[src/rtl/obsf_pkg.sv]
// obsf_pkg: shared types and constants for the occupancy bitmap slot finder
// transaction structs, request and status codes, sequencer states, word unit result
// no dependencies
package obsf_pkg;

  localparam int WORD_W   = 64;
  localparam int WORD_LSB = 6;

  localparam logic [2:0] KIND_MARK = 3'd0;
  localparam logic [2:0] KIND_FREE = 3'd1;
  localparam logic [2:0] KIND_TEST = 3'd2;
  localparam logic [2:0] KIND_FIND = 3'd3;
  localparam logic [2:0] KIND_INIT = 3'd4;

  localparam logic [1:0] ST_DONE    = 2'd0;
  localparam logic [1:0] ST_REFUSED = 2'd1;
  localparam logic [1:0] ST_RANGE   = 2'd2;
  localparam logic [1:0] ST_NONE    = 2'd3;

  localparam logic [9:0] MAX_ROWS_RST = 10'd512;

  typedef struct packed {
    logic [2:0] kind;
    logic [8:0] row;
    logic [9:0] range_begin;
    logic [9:0] range_end;
  } in_item_t;

  typedef struct packed {
    logic [1:0] status;
    logic       bit_value;
    logic [8:0] found_row;
    logic [9:0] occupied_count;
  } out_item_t;

  typedef struct packed {
    logic              hit;
    logic [WORD_LSB-1:0] pos;
    logic              bit_at;
  } wu_res_t;

  typedef enum logic [2:0] {
    S_IDLE,
    S_EXEC,
    S_FCHECK,
    S_FSCAN,
    S_OUT
  } state_t;

endpackage

[src/rtl/obsf_word_unit.sv]
// obsf_word_unit: shared 64-bit word unit
// windowed find-first-zero, bit select and single-bit set or clear
// depends on obsf_pkg
module obsf_word_unit (
  input  logic [obsf_pkg::WORD_W-1:0]   word,
  input  logic [obsf_pkg::WORD_LSB-1:0] lo,
  input  logic [obsf_pkg::WORD_LSB-1:0] hi,
  input  logic [obsf_pkg::WORD_LSB-1:0] sel,
  input  logic                          set_val,
  output obsf_pkg::wu_res_t             res,
  output logic [obsf_pkg::WORD_W-1:0]   word_mod
);
  import obsf_pkg::*;

  logic [WORD_W-1:0] cand;
  logic [WORD_W-1:0] onehot;

  always_comb begin
    for (int b = 0; b < WORD_W; b++) begin
      cand[b] = ~word[b] && (WORD_LSB'(b) >= lo) && (WORD_LSB'(b) <= hi);
    end
  end

  // lowest set candidate bit
  always_comb begin
    res.hit    = |cand;
    res.pos    = '0;
    res.bit_at = word[sel];
    for (int b = WORD_W - 1; b >= 0; b--) begin
      if (cand[b]) begin
        res.pos = WORD_LSB'(b);
      end
    end
  end

  always_comb begin
    onehot = '0;
    onehot[sel] = 1'b1;
    word_mod = set_val ? (word | onehot) : (word & ~onehot);
  end

endmodule

[src/rtl/obsf_bitmap_mem.sv]
// obsf_bitmap_mem: occupancy bitmap storage, one 64-bit word per entry
// registered read, per-word valid flags cleared by reset or init
// depends on obsf_pkg
module obsf_bitmap_mem #(
  parameter int NWORDS = 8,
  parameter int AW     = 3
) (
  input  logic                        clk,
  input  logic                        rst_n,
  input  logic                        clear,
  input  logic                        wr_en,
  input  logic [AW-1:0]               wr_addr,
  input  logic [obsf_pkg::WORD_W-1:0] wr_data,
  input  logic [AW-1:0]               rd_addr,
  output logic [obsf_pkg::WORD_W-1:0] rd_data
);
  import obsf_pkg::*;

  logic [WORD_W-1:0] mem [NWORDS];
  logic [NWORDS-1:0] vld_r;
  logic [WORD_W-1:0] rd_data_r;
  logic              rd_vld_r;

  always_ff @(posedge clk) begin
    if (wr_en) begin
      mem[wr_addr] <= wr_data;
    end
    rd_data_r <= mem[rd_addr];
  end

  always_ff @(posedge clk) begin
    if (!rst_n || clear) begin
      vld_r    <= '0;
      rd_vld_r <= 1'b0;
    end else begin
      if (wr_en) begin
        vld_r[wr_addr] <= 1'b1;
      end
      rd_vld_r <= vld_r[rd_addr];
    end
  end

  // an entry never written since clear reads as all free
  assign rd_data = rd_vld_r ? rd_data_r : '0;

endmodule

[src/rtl/occupancy_bitmap_slot_finder_top.sv]
// occupancy_bitmap_slot_finder_top: row occupancy bitmap with find-first-free search
// sequencer, occupied count and result register around the bitmap memory and word unit
// depends on obsf_pkg, obsf_bitmap_mem, obsf_word_unit
//
// usage: one request transaction on in_* gives one result transaction on out_*.
// in_stall is high while a request is in progress; a new request is taken while
// the previous result still waits in the output register.
// sequence: init, unused kinds and out-of-page rows go from S_IDLE straight to S_OUT;
// mark, free and test pass through S_EXEC first; find passes through S_FCHECK, which
// ends on the count or range checks or enters S_FSCAN to scan 64-bit bitmap words one
// by one (up to 8 words for 512 rows) through the bitmap memory's single read port.
// cfg_wr_en writes max_rows; write it only while no request is in progress.
// reset: bitmap reads as all free, count zero, max_rows 512, no result pending.
// init clears the bitmap through per-word valid flags.
// when out_stall holds a result, the result stays stable and a finished
// request waits for the output register before the block takes another.
module occupancy_bitmap_slot_finder_top #(
  parameter int ROWS_PER_PAGE = 512
) (
  input  logic                 clk,
  input  logic                 rst_n,
  input  logic                 cfg_wr_en,
  input  logic [9:0]           cfg_wr_data,
  input  logic                 in_valid,
  output logic                 in_stall,
  input  obsf_pkg::in_item_t   in_data,
  output logic                 out_valid,
  input  logic                 out_stall,
  output obsf_pkg::out_item_t  out_data
);
  import obsf_pkg::*;

  localparam int RW     = $clog2(ROWS_PER_PAGE + 1);
  localparam int IW     = (RW > 10) ? RW : 10;
  localparam int NWORDS = (ROWS_PER_PAGE + WORD_W - 1) / WORD_W;
  localparam int NWI    = (NWORDS > 1) ? $clog2(NWORDS) : 1;
  localparam logic [IW-1:0] ROWS_W = IW'(ROWS_PER_PAGE);

  state_t           state_r, state_nxt;
  in_item_t         req_r, req_nxt;
  logic [9:0]       max_rows_r;
  logic [RW-1:0]    cnt_r, cnt_nxt;
  logic [1:0]       status_r, status_nxt;
  logic             bit_r, bit_nxt;
  logic [8:0]       found_r, found_nxt;
  logic [NWI-1:0]   word_r, word_nxt;
  logic [NWI-1:0]   last_r, last_nxt;
  logic [IW-1:0]    endm1_r, endm1_nxt;
  logic             out_valid_r;
  out_item_t        out_data_r;

  logic             in_acc;
  logic             out_free;
  logic             out_load;
  logic             clear;
  logic             wr_en;
  logic [NWI-1:0]   rd_addr;
  logic [WORD_W-1:0] rd_data;
  logic [WORD_W-1:0] word_mod;
  logic [WORD_LSB-1:0] lo, hi;
  wu_res_t          wres;

  logic [IW-1:0]    lim, end_c, beg_w, in_row_w, req_row_w;
  logic             in_page_in;

  assign in_stall = (state_r != S_IDLE);
  assign in_acc   = in_valid && !in_stall;
  assign out_free = !out_valid_r || !out_stall;
  assign out_valid = out_valid_r;
  assign out_data  = out_data_r;

  assign lim       = (IW'(max_rows_r) < ROWS_W) ? IW'(max_rows_r) : ROWS_W;
  assign end_c     = (IW'(req_r.range_end) > lim) ? lim : IW'(req_r.range_end);
  assign beg_w     = IW'(req_r.range_begin);
  assign in_row_w  = IW'(in_data.row);
  assign req_row_w = IW'(req_r.row);
  assign in_page_in = in_row_w < ROWS_W;

  assign lo = (word_r == NWI'(beg_w >> WORD_LSB)) ? beg_w[WORD_LSB-1:0] : '0;
  assign hi = (word_r == last_r) ? endm1_r[WORD_LSB-1:0] : '1;

  obsf_bitmap_mem #(
    .NWORDS(NWORDS),
    .AW    (NWI)
  ) u_mem (
    .clk    (clk),
    .rst_n  (rst_n),
    .clear  (clear),
    .wr_en  (wr_en),
    .wr_addr(NWI'(req_row_w >> WORD_LSB)),
    .wr_data(word_mod),
    .rd_addr(rd_addr),
    .rd_data(rd_data)
  );

  obsf_word_unit u_wu (
    .word    (rd_data),
    .lo      (lo),
    .hi      (hi),
    .sel     (req_r.row[WORD_LSB-1:0]),
    .set_val (req_r.kind == KIND_MARK),
    .res     (wres),
    .word_mod(word_mod)
  );

  always_comb begin
    state_nxt  = state_r;
    req_nxt    = req_r;
    cnt_nxt    = cnt_r;
    status_nxt = status_r;
    bit_nxt    = bit_r;
    found_nxt  = found_r;
    word_nxt   = word_r;
    last_nxt   = last_r;
    endm1_nxt  = endm1_r;
    clear      = 1'b0;
    wr_en      = 1'b0;
    out_load   = 1'b0;
    rd_addr    = word_r;
    case (state_r)
      S_IDLE: begin
        rd_addr = NWI'(in_row_w >> WORD_LSB);
        if (in_acc) begin
          req_nxt    = in_data;
          status_nxt = ST_DONE;
          bit_nxt    = 1'b0;
          found_nxt  = '0;
          case (in_data.kind)
            KIND_MARK, KIND_FREE: begin
              if (in_page_in) begin
                state_nxt = S_EXEC;
              end else begin
                status_nxt = ST_REFUSED;
                state_nxt  = S_OUT;
              end
            end
            KIND_TEST: begin
              state_nxt = in_page_in ? S_EXEC : S_OUT;
            end
            KIND_FIND: begin
              state_nxt = S_FCHECK;
            end
            KIND_INIT: begin
              clear     = 1'b1;
              cnt_nxt   = '0;
              state_nxt = S_OUT;
            end
            default: begin
              status_nxt = ST_REFUSED;
              state_nxt  = S_OUT;
            end
          endcase
        end
      end
      S_EXEC: begin
        state_nxt = S_OUT;
        case (req_r.kind)
          KIND_MARK: begin
            if (wres.bit_at) begin
              status_nxt = ST_REFUSED;
            end else begin
              wr_en   = 1'b1;
              cnt_nxt = cnt_r + RW'(1);
            end
          end
          KIND_FREE: begin
            if (!wres.bit_at) begin
              status_nxt = ST_REFUSED;
            end else begin
              wr_en   = 1'b1;
              cnt_nxt = cnt_r - RW'(1);
            end
          end
          default: begin
            bit_nxt = wres.bit_at;
          end
        endcase
      end
      S_FCHECK: begin
        rd_addr   = NWI'(beg_w >> WORD_LSB);
        word_nxt  = NWI'(beg_w >> WORD_LSB);
        endm1_nxt = end_c - IW'(1);
        last_nxt  = NWI'((end_c - IW'(1)) >> WORD_LSB);
        if (IW'(cnt_r) == lim) begin
          status_nxt = ST_NONE;
          state_nxt  = S_OUT;
        end else if (beg_w > end_c) begin
          status_nxt = ST_RANGE;
          state_nxt  = S_OUT;
        end else if (beg_w == end_c) begin
          status_nxt = ST_NONE;
          state_nxt  = S_OUT;
        end else begin
          state_nxt = S_FSCAN;
        end
      end
      S_FSCAN: begin
        rd_addr  = word_r + NWI'(1);
        word_nxt = word_r + NWI'(1);
        if (wres.hit) begin
          found_nxt = 9'({word_r, wres.pos});
          state_nxt = S_OUT;
        end else if (word_r == last_r) begin
          status_nxt = ST_NONE;
          state_nxt  = S_OUT;
        end
      end
      S_OUT: begin
        if (out_free) begin
          out_load  = 1'b1;
          state_nxt = S_IDLE;
        end
      end
      default: begin
        state_nxt = S_IDLE;
      end
    endcase
  end

  always_ff @(posedge clk) begin
    if (!rst_n) begin
      state_r     <= S_IDLE;
      cnt_r       <= '0;
      max_rows_r  <= MAX_ROWS_RST;
      out_valid_r <= 1'b0;
    end else begin
      state_r <= state_nxt;
      cnt_r   <= cnt_nxt;
      if (cfg_wr_en) begin
        max_rows_r <= cfg_wr_data;
      end
      if (out_load) begin
        out_valid_r <= 1'b1;
      end else if (!out_stall) begin
        out_valid_r <= 1'b0;
      end
    end
  end

  always_ff @(posedge clk) begin
    req_r    <= req_nxt;
    status_r <= status_nxt;
    bit_r    <= bit_nxt;
    found_r  <= found_nxt;
    word_r   <= word_nxt;
    last_r   <= last_nxt;
    endm1_r  <= endm1_nxt;
    if (out_load) begin
      out_data_r.status         <= status_r;
      out_data_r.bit_value      <= bit_r;
      out_data_r.found_row      <= found_r;
      out_data_r.occupied_count <= 10'(cnt_r);
    end
  end

endmodule
[config.mk]
export PLATFORM = sky130hd
export DESIGN_NAME = occupancy_bitmap_slot_finder_top
export DESIGN_NICKNAME = d
export VERILOG_FILES = /design/src/rtl/obsf_pkg.sv /design/src/rtl/obsf_word_unit.sv /design/src/rtl/obsf_bitmap_mem.sv /design/src/rtl/occupancy_bitmap_slot_finder_top.sv
export SDC_FILE = /design/constraint.sdc
export NUM_CORES = 1
export LEC_CHECK = 0
export BUFFER_PORTS_ARGS = -buffer_cell sky130_fd_sc_hd__buf_2
export CAP_MARGIN = 20
export CELL_PAD_IN_SITES_DETAIL_PLACEMENT = 1
export CELL_PAD_IN_SITES_GLOBAL_PLACEMENT = 1
export CORE_MARGIN = 3
export CORE_UTILIZATION = 30
export CTS_BUF_LIST = sky130_fd_sc_hd__clkbuf_8
export DETAILED_ROUTE_END_ITERATION = 7
export PLACE_DENSITY = 0.63
export SKIP_LAST_GASP = 1
export SLEW_MARGIN = 20
export SYNTH_ARGS = -nofsm -noshare
export SYNTH_HDL_FRONTEND = slang
export SYNTH_SLANG_ARGS = --single-unit
[constraint.sdc]
create_clock -name clk -period 11.9 [get_ports clk]
set_input_delay 1.785 -clock clk [delete_from_list [all_inputs] [get_ports clk]]
set_output_delay 1.785 -clock clk [all_outputs]
set_load 0.02 [all_outputs]
# After elaboration in Yosys (flattened, before gate mapping)
# Memory sizes are Yosys's and may differ from the RTL's. A register that Yosys moved wholly into a read port is not among the register bits.
# Index checks and enable logic that the tools add are counted.
[op_classes] n_reduce_logical=156 magnitude_cmp=137 n_addsub=4 n_mux=127 eq_ne=28 n_bitwise=68
[op_table] op="two-way mux 6 bit" n=66
[op_table] op="greater-or-equal comparator 6 bit, first input constant" n=32
[op_table] op="<= comparator 6 bit, first input constant" n=32
[op_table] op="logical AND 1 bit" n=131
[op_table] op="two-way mux 64 bit" n=2
[op_table] op="greater-or-equal comparator 5 x 6 -> 1 bit, first input constant" n=16
[op_table] op="<= comparator 5 x 6 -> 1 bit, first input constant" n=16
[op_table] op="AND 64 bit" n=1
[op_table] op="NOT 1 bit" n=64
[op_table] op="NOT 64 bit" n=1
[op_table] op="bitwise OR 64 bit" n=1
[op_table] op="OR reduction 64 bit" n=1
[op_table] op="two-way mux 10 bit" n=6
[op_table] op="greater-or-equal comparator 4 x 6 -> 1 bit, first input constant" n=8
[op_table] op="<= comparator 4 x 6 -> 1 bit, first input constant" n=8
[op_table] op="case mux 10 bit (2 select lines)" n=2
[op_table] op="greater-or-equal comparator 3 x 6 -> 1 bit, first input constant" n=4
[op_table] op="<= comparator 3 x 6 -> 1 bit, first input constant" n=4
[op_table] op="two-way mux 3 bit" n=8
[op_table] op="equality test 10 bit" n=2
[op_table] op="> comparator 10 bit" n=2
[op_table] op="two-way mux 1 bit" n=19
[op_table] op="two-way mux 9 bit" n=2
[op_table] op="case mux 9 bit (2 select lines)" n=1
[op_table] op="other kinds (47)" n=91
[totals] wordCells=541 inputBits=47 n_memories=1 ram_bits=512 register_bits=111 output_inout_bits=24
[mem_list] memory="u_mem.mem" depth=8 width=64 read_ports=1 rd_clocked_by_memory_dff=1 wr=1 line_no="obsf_bitmap_mem.sv:19" source="logic [WORD_W-1:0] mem [NWORDS];"

# Depth between registers and ports, before layout
[logic_depth] word_depth=71 mapped_depth=22 ltp_nobuf=20

# Hierarchy
# A second synthesis with hierarchy kept.
[hier_totals] cells_unflattened=1992 hier_area_um2=30757.0
[by_module_without_submodules] mod="obsf_bitmap_mem" seq_area_each_um2=16836.1 area_per_inst_um2=21307.9 n_inst=1 cells_each=918
[by_module_without_submodules] mod="occupancy_bitmap_slot_finder_top" seq_area_each_um2=2822.7 area_per_inst_um2=5287.6 n_inst=1 cells_each=466
[by_module_without_submodules] mod="obsf_word_unit" seq_area_each_um2=0.0 area_per_inst_um2=4161.5 n_inst=1 cells_each=608

# Worst setup path before layout
# Ideal clock, no wire load.
[synth_path] kind="reg-to-reg" start="register req_r[22] (netlist bit)" end="memory u_mem.mem[0][0], enable pin" setup_time_ns=0.647 path_stages_with_launch=12 period_less_slack_ns=8.939 slack_ns=2.961 arrival_ns=8.292 path_buffers=3 required_ns=11.253 cell_sequence="edfxtp_1 -> buf_2 -> buf_2 -> and3b_1 -> o21ai_1 -> o2111ai_1 -> a221o_1 -> a2111o_1 -> nand2_1 -> mux2i_1 -> clkbuf_1 -> nor4_1"
[synth_between] elab_chain_len=7 elab_cells_between_ends=8 cone_classes="8 x mux"
[synth_lines] item="start: declaration" line_no="occupancy_bitmap_slot_finder_top.sv:40" source="in_item_t req_r, req_nxt;"
[synth_lines] item="start signal: assignment" line_no="occupancy_bitmap_slot_finder_top.sv:241" source="req_r <= req_nxt;"
[synth_lines] item="binary-select mux 1 bit (select 6 bit) (*)" line_no="obsf_word_unit.sv:28" source="res.bit_at = word[sel];"
[synth_lines] item="two-way mux 1 bit (not written as such) (*)" line_no="obsf_word_unit.sv:28"
[synth_lines] item="two-way mux 1 bit (on tied branches)" line_no="occupancy_bitmap_slot_finder_top.sv:167, occupancy_bitmap_slot_finder_top.sv:159"
[synth_lines] item="case mux 1 bit (2 select lines) (*)" line_no="occupancy_bitmap_slot_finder_top.sv:157" source="case (req_r.kind)"
[synth_lines] item="two-way mux 1 bit (*)" line_no="occupancy_bitmap_slot_finder_top.sv:120" source="case (state_r)"
[synth_lines] item="two-way mux 1 bit (*)" line_no="obsf_bitmap_mem.sv:25" source="if (wr_en) begin"
[synth_lines] item="two-way mux 1 bit (not written as such) (*)" line_no="obsf_bitmap_mem.sv:26" source="mem[wr_addr] <= wr_data;"
[synth_lines] item="end: declaration" line_no="obsf_bitmap_mem.sv:19"
# Mark *: on every way between the ends. The rest lies on a longest branch, timed or not. The select of a mux whose other input is x is not followed.

# Final worst setup path
[layout_path] start="register req_r[20] (netlist bit)" end="memory u_mem.mem[2][59], enable pin"
# The elaborated chain is that of the path after synthesis.

==> results.cfg <==
[floorplanning]
boundaryPins = 71
die_w_um = 331.5
start_util = 0.3045
die_h_um = 331.5
fp.dieArea_um2 = 109900
rows = 118
core_um2 = 104400

[cts]
clkTransAtPathRegs_ps = 70
post-cts-setup-buffer-count = 0
cts_tree = done
clock_latency_ps = 760
hold_buffers = 0
cts-htree-levels = 3
post_cts_resized = 0
cts-root-buf = clkbuf_8
clock-sinks = 687
clockBufferDepth = 3
cts_buffers = 110

[logic_synthesis]
ys_types = 92
synth_top_flop_cell = edfxtp_1
synth_seq_cells = 687
netlist_instances = 2521
synth_edf_count = 590
synth_warnings = 0
yosysSeqAreaShare = 0.6185
ys_async_sr_fraction = 0
syn_area_um2 = 31780
syn-num-nets = 2599
synth_area_per_cell_um2 = 12.61

[power_and_ir_drop]
p_per_area_nw_per_um2 = 153.1
peakVddDrop_mv = 0.07266
power_leakage_nw = 12.30

[global_routing]
grt_pass1_vias = 23100
gr-total-overflow = 0
grt_start_max_net_pins = 146
grt_pass1_wl_mm = 150.4
track_usage = 0.1783
antenna_found_initial = 1

[finish]
n_fill_cell = 11100
mostFrequentLayoutCell = edfxtp_1
most-common-layout-cells = edfxtp_1, nand2_1, mux2i_1, nor2_1, o21ai_0
multi_input_area_um2 = 11490
layout-drive-gt1-share = 0.1737
register_area_um2 = 19660
area_growth_pct = 12.86
finalNonFillerCells = 4064
nets = 2666

[placement]
io_buffers = 70
place_inst = 3856
pre_cts_ws_ps = 6183
place_hpwl_mm = 65.40
gp_congestion = 0.9198

[sta]
finalCritPeriodShare = 0.4683
min_period_ps = 5573
finalSetupViolCount = 0
worstMarginPinSlew_ps = 1194
fin_ws_ps = 6327
final_max_slew_viol_count = 0
hold_viol_final = 0
slew-limit-headroom = 0.2039
rsz0062_at_grt = no
skew_ps = 51.18
max_freq_mhz = 179.4
tns_ps = 0
whs_ps = 425.6

[critical_path]
start_kind = flop
cp.required_ps = 12270
path_common_cell = buf_4
rr_worst_depth = 11
cp.arrival_ps = 5940
critPathMaxFanout = 34
crit_type = reg -> reg
r2r_start = req_r[20]
critPathMaxStageDelay_ps = 940
crit_family = simple AND/OR/NAND/NOR gates
ff2ff_setup_slack_ps = 6330
worstSetupEndpointType = flop
crit_slowest_cell = nor2b_1
timing.rr.end = u_mem.mem[2][59]
path_buf_inv = 3
worstPathCellList = nor2b_1 > nand2_1 > o22ai_1 > o31ai_1 > a2111o_1 > nand2_1 > mux2i_2 > buf_4 > nor3_2 > buf_4 > buf_4

[route]
vias = 21680
wl_mm = 100.4
post_drt_wl_per_cell_um = 24.70
first_pass_iters = 5
drt-initial-drc-count = 1503
drtAntennaViolNets = 0
via_per_inst = 5.335
drc = 0

[run]
max_cap_viol_count = 0

[min_path]
hold_class = reg -> reg
hold_start = found_r[7]
holdPathStages = 0
hold_end = out_data[17]

[status]
status = complete, no violations
-- cell usage after synthesis, drive strengths merged, types with 7 or more instances --
cell type / number / area share
nand4: 16 / 0.0036
mux2i: 188 / 0.059
buf: 50 / 0.0077
a22oi: 9 / 0.0021
nor2b: 18 / 0.0035
xnor2: 19 / 0.0077
ha: 30 / 0.012
a211o: 7 / 0.0019
clkbuf: 110 / 0.013
and3: 16 / 0.0031
a21o: 10 / 0.0024
a221oi: 15 / 0.0041
nand2b: 17 / 0.0033
a2111oi: 7 / 0.0019
o41ai: 7 / 0.0019
a211oi: 10 / 0.0024
nand3: 66 / 0.011
o221ai: 10 / 0.0028
dfxtp: 97 / 0.061
o21ai: 151 / 0.024
nor2: 175 / 0.021
o21a: 22 / 0.0052
and2: 26 / 0.0052
o2111ai: 12 / 0.0033
nand2: 227 / 0.027
or3: 9 / 0.0018
o211ai: 90 / 0.021
a31oi: 14 / 0.0028
nor4: 18 / 0.0044
or2: 7 / 0.0014
xor2: 13 / 0.0036
o211a: 10 / 0.0031
o31ai: 18 / 0.0043
nor3: 32 / 0.0050
mux2: 139 / 0.049
o221a: 9 / 0.0035
edfxtp: 590 / 0.56
inv: 31 / 0.0037
a21oi: 130 / 0.020
-- cells by family (layout without fill, tap and decap cells) --
family	count (synthesis)	in the layout	share of synthesized area
AOI/OAI and AO/OA	590	590	0.1237
buffers and inverters	192	354	0.02480
muxes	329	329	0.1099
DFF	687	687	0.6185
other	0	1	0
xor gates and xnor gates	32	32	0.01130
and+or+nand+nor	660	660	0.09936
adders and majority gates	31	31	0.01244
-- worst max-delay path by stage --
| stage | startpoint | end | slack, ps | cells after the start |
|---|---|---|---|---|
| final | req_r[20] | u_mem.mem[2][59] | 6330 | 11 |
| after global routing | req_r[20] | u_mem.mem[2][59] | 6170 | 11 |
| after CTS | req_r[20] | u_mem.mem[2][49] | 6460 | 11 |
| after detailed placement | in_data[27] | u_mem.rd_data_r[0] | 6180 | 10 |
| after global placement | in_data[27] | u_mem.rd_data_r[20] | 6340 | 10 |
| after floorplan | req_r[22] | u_mem.mem[0][0] | 2960 | 11 |
-- power by group --
part / switching [W] / internal [W]
Combinational: 0.000458 / 0.000257
Clock: 0.000959 / 0.00101
Sequential: 0.000117 / 0.00270
-- stage by stage --
stage	utilization	power (W)	instance area [um^2]
global placement	0.3225	0.003552	33660
global route	0.3436	0.005740	35870
CTS	0.3434	0.005566	35850
floorplan	-	0.003290	31780
finish	0.3436	0.005493	35870
detailed placement	0.3227	0.003571	33680
-- area by class of cell --
| type | count | area share |
|---|---|---|
| Sequential cell | 687 | 0.5482 |
| Multi-Input combinational cell | 1642 | 0.3203 |
| Clock buffer | 127 | 0.04873 |
| Tap cell | 1380 | 0.04814 |
| Timing Repair Buffer | 115 | 0.01964 |
| Clock inverter | 80 | 0.01165 |
| Inverter | 32 | 0.003349 |
| Antenna cell | 1 | 0.00006976 |
-- per-layer routing --
layer  GRT usage  vias up  share of wire
met5           0        -              0
li1            -     9838              -
met4     0.07732        0          0.039
met1      0.2307    11100           0.44
met2      0.2972      546           0.48
met3     0.02610      200          0.044
-- sequential cells by signal (all words and copies together), names as in the netlist, 2 cells and up --
register,count
beg_w,10
u_mem.rd_data_r,64
out_data,22
req_r,22
status_r,2
word_r,3
last_r,3
cnt_r,10
endm1_r,6
max_rows_r,10
state_r,3
u_mem.vld_r,8
u_mem.mem,512
found_r,9
Note: power is estimated with default switching activity, not from simulation.
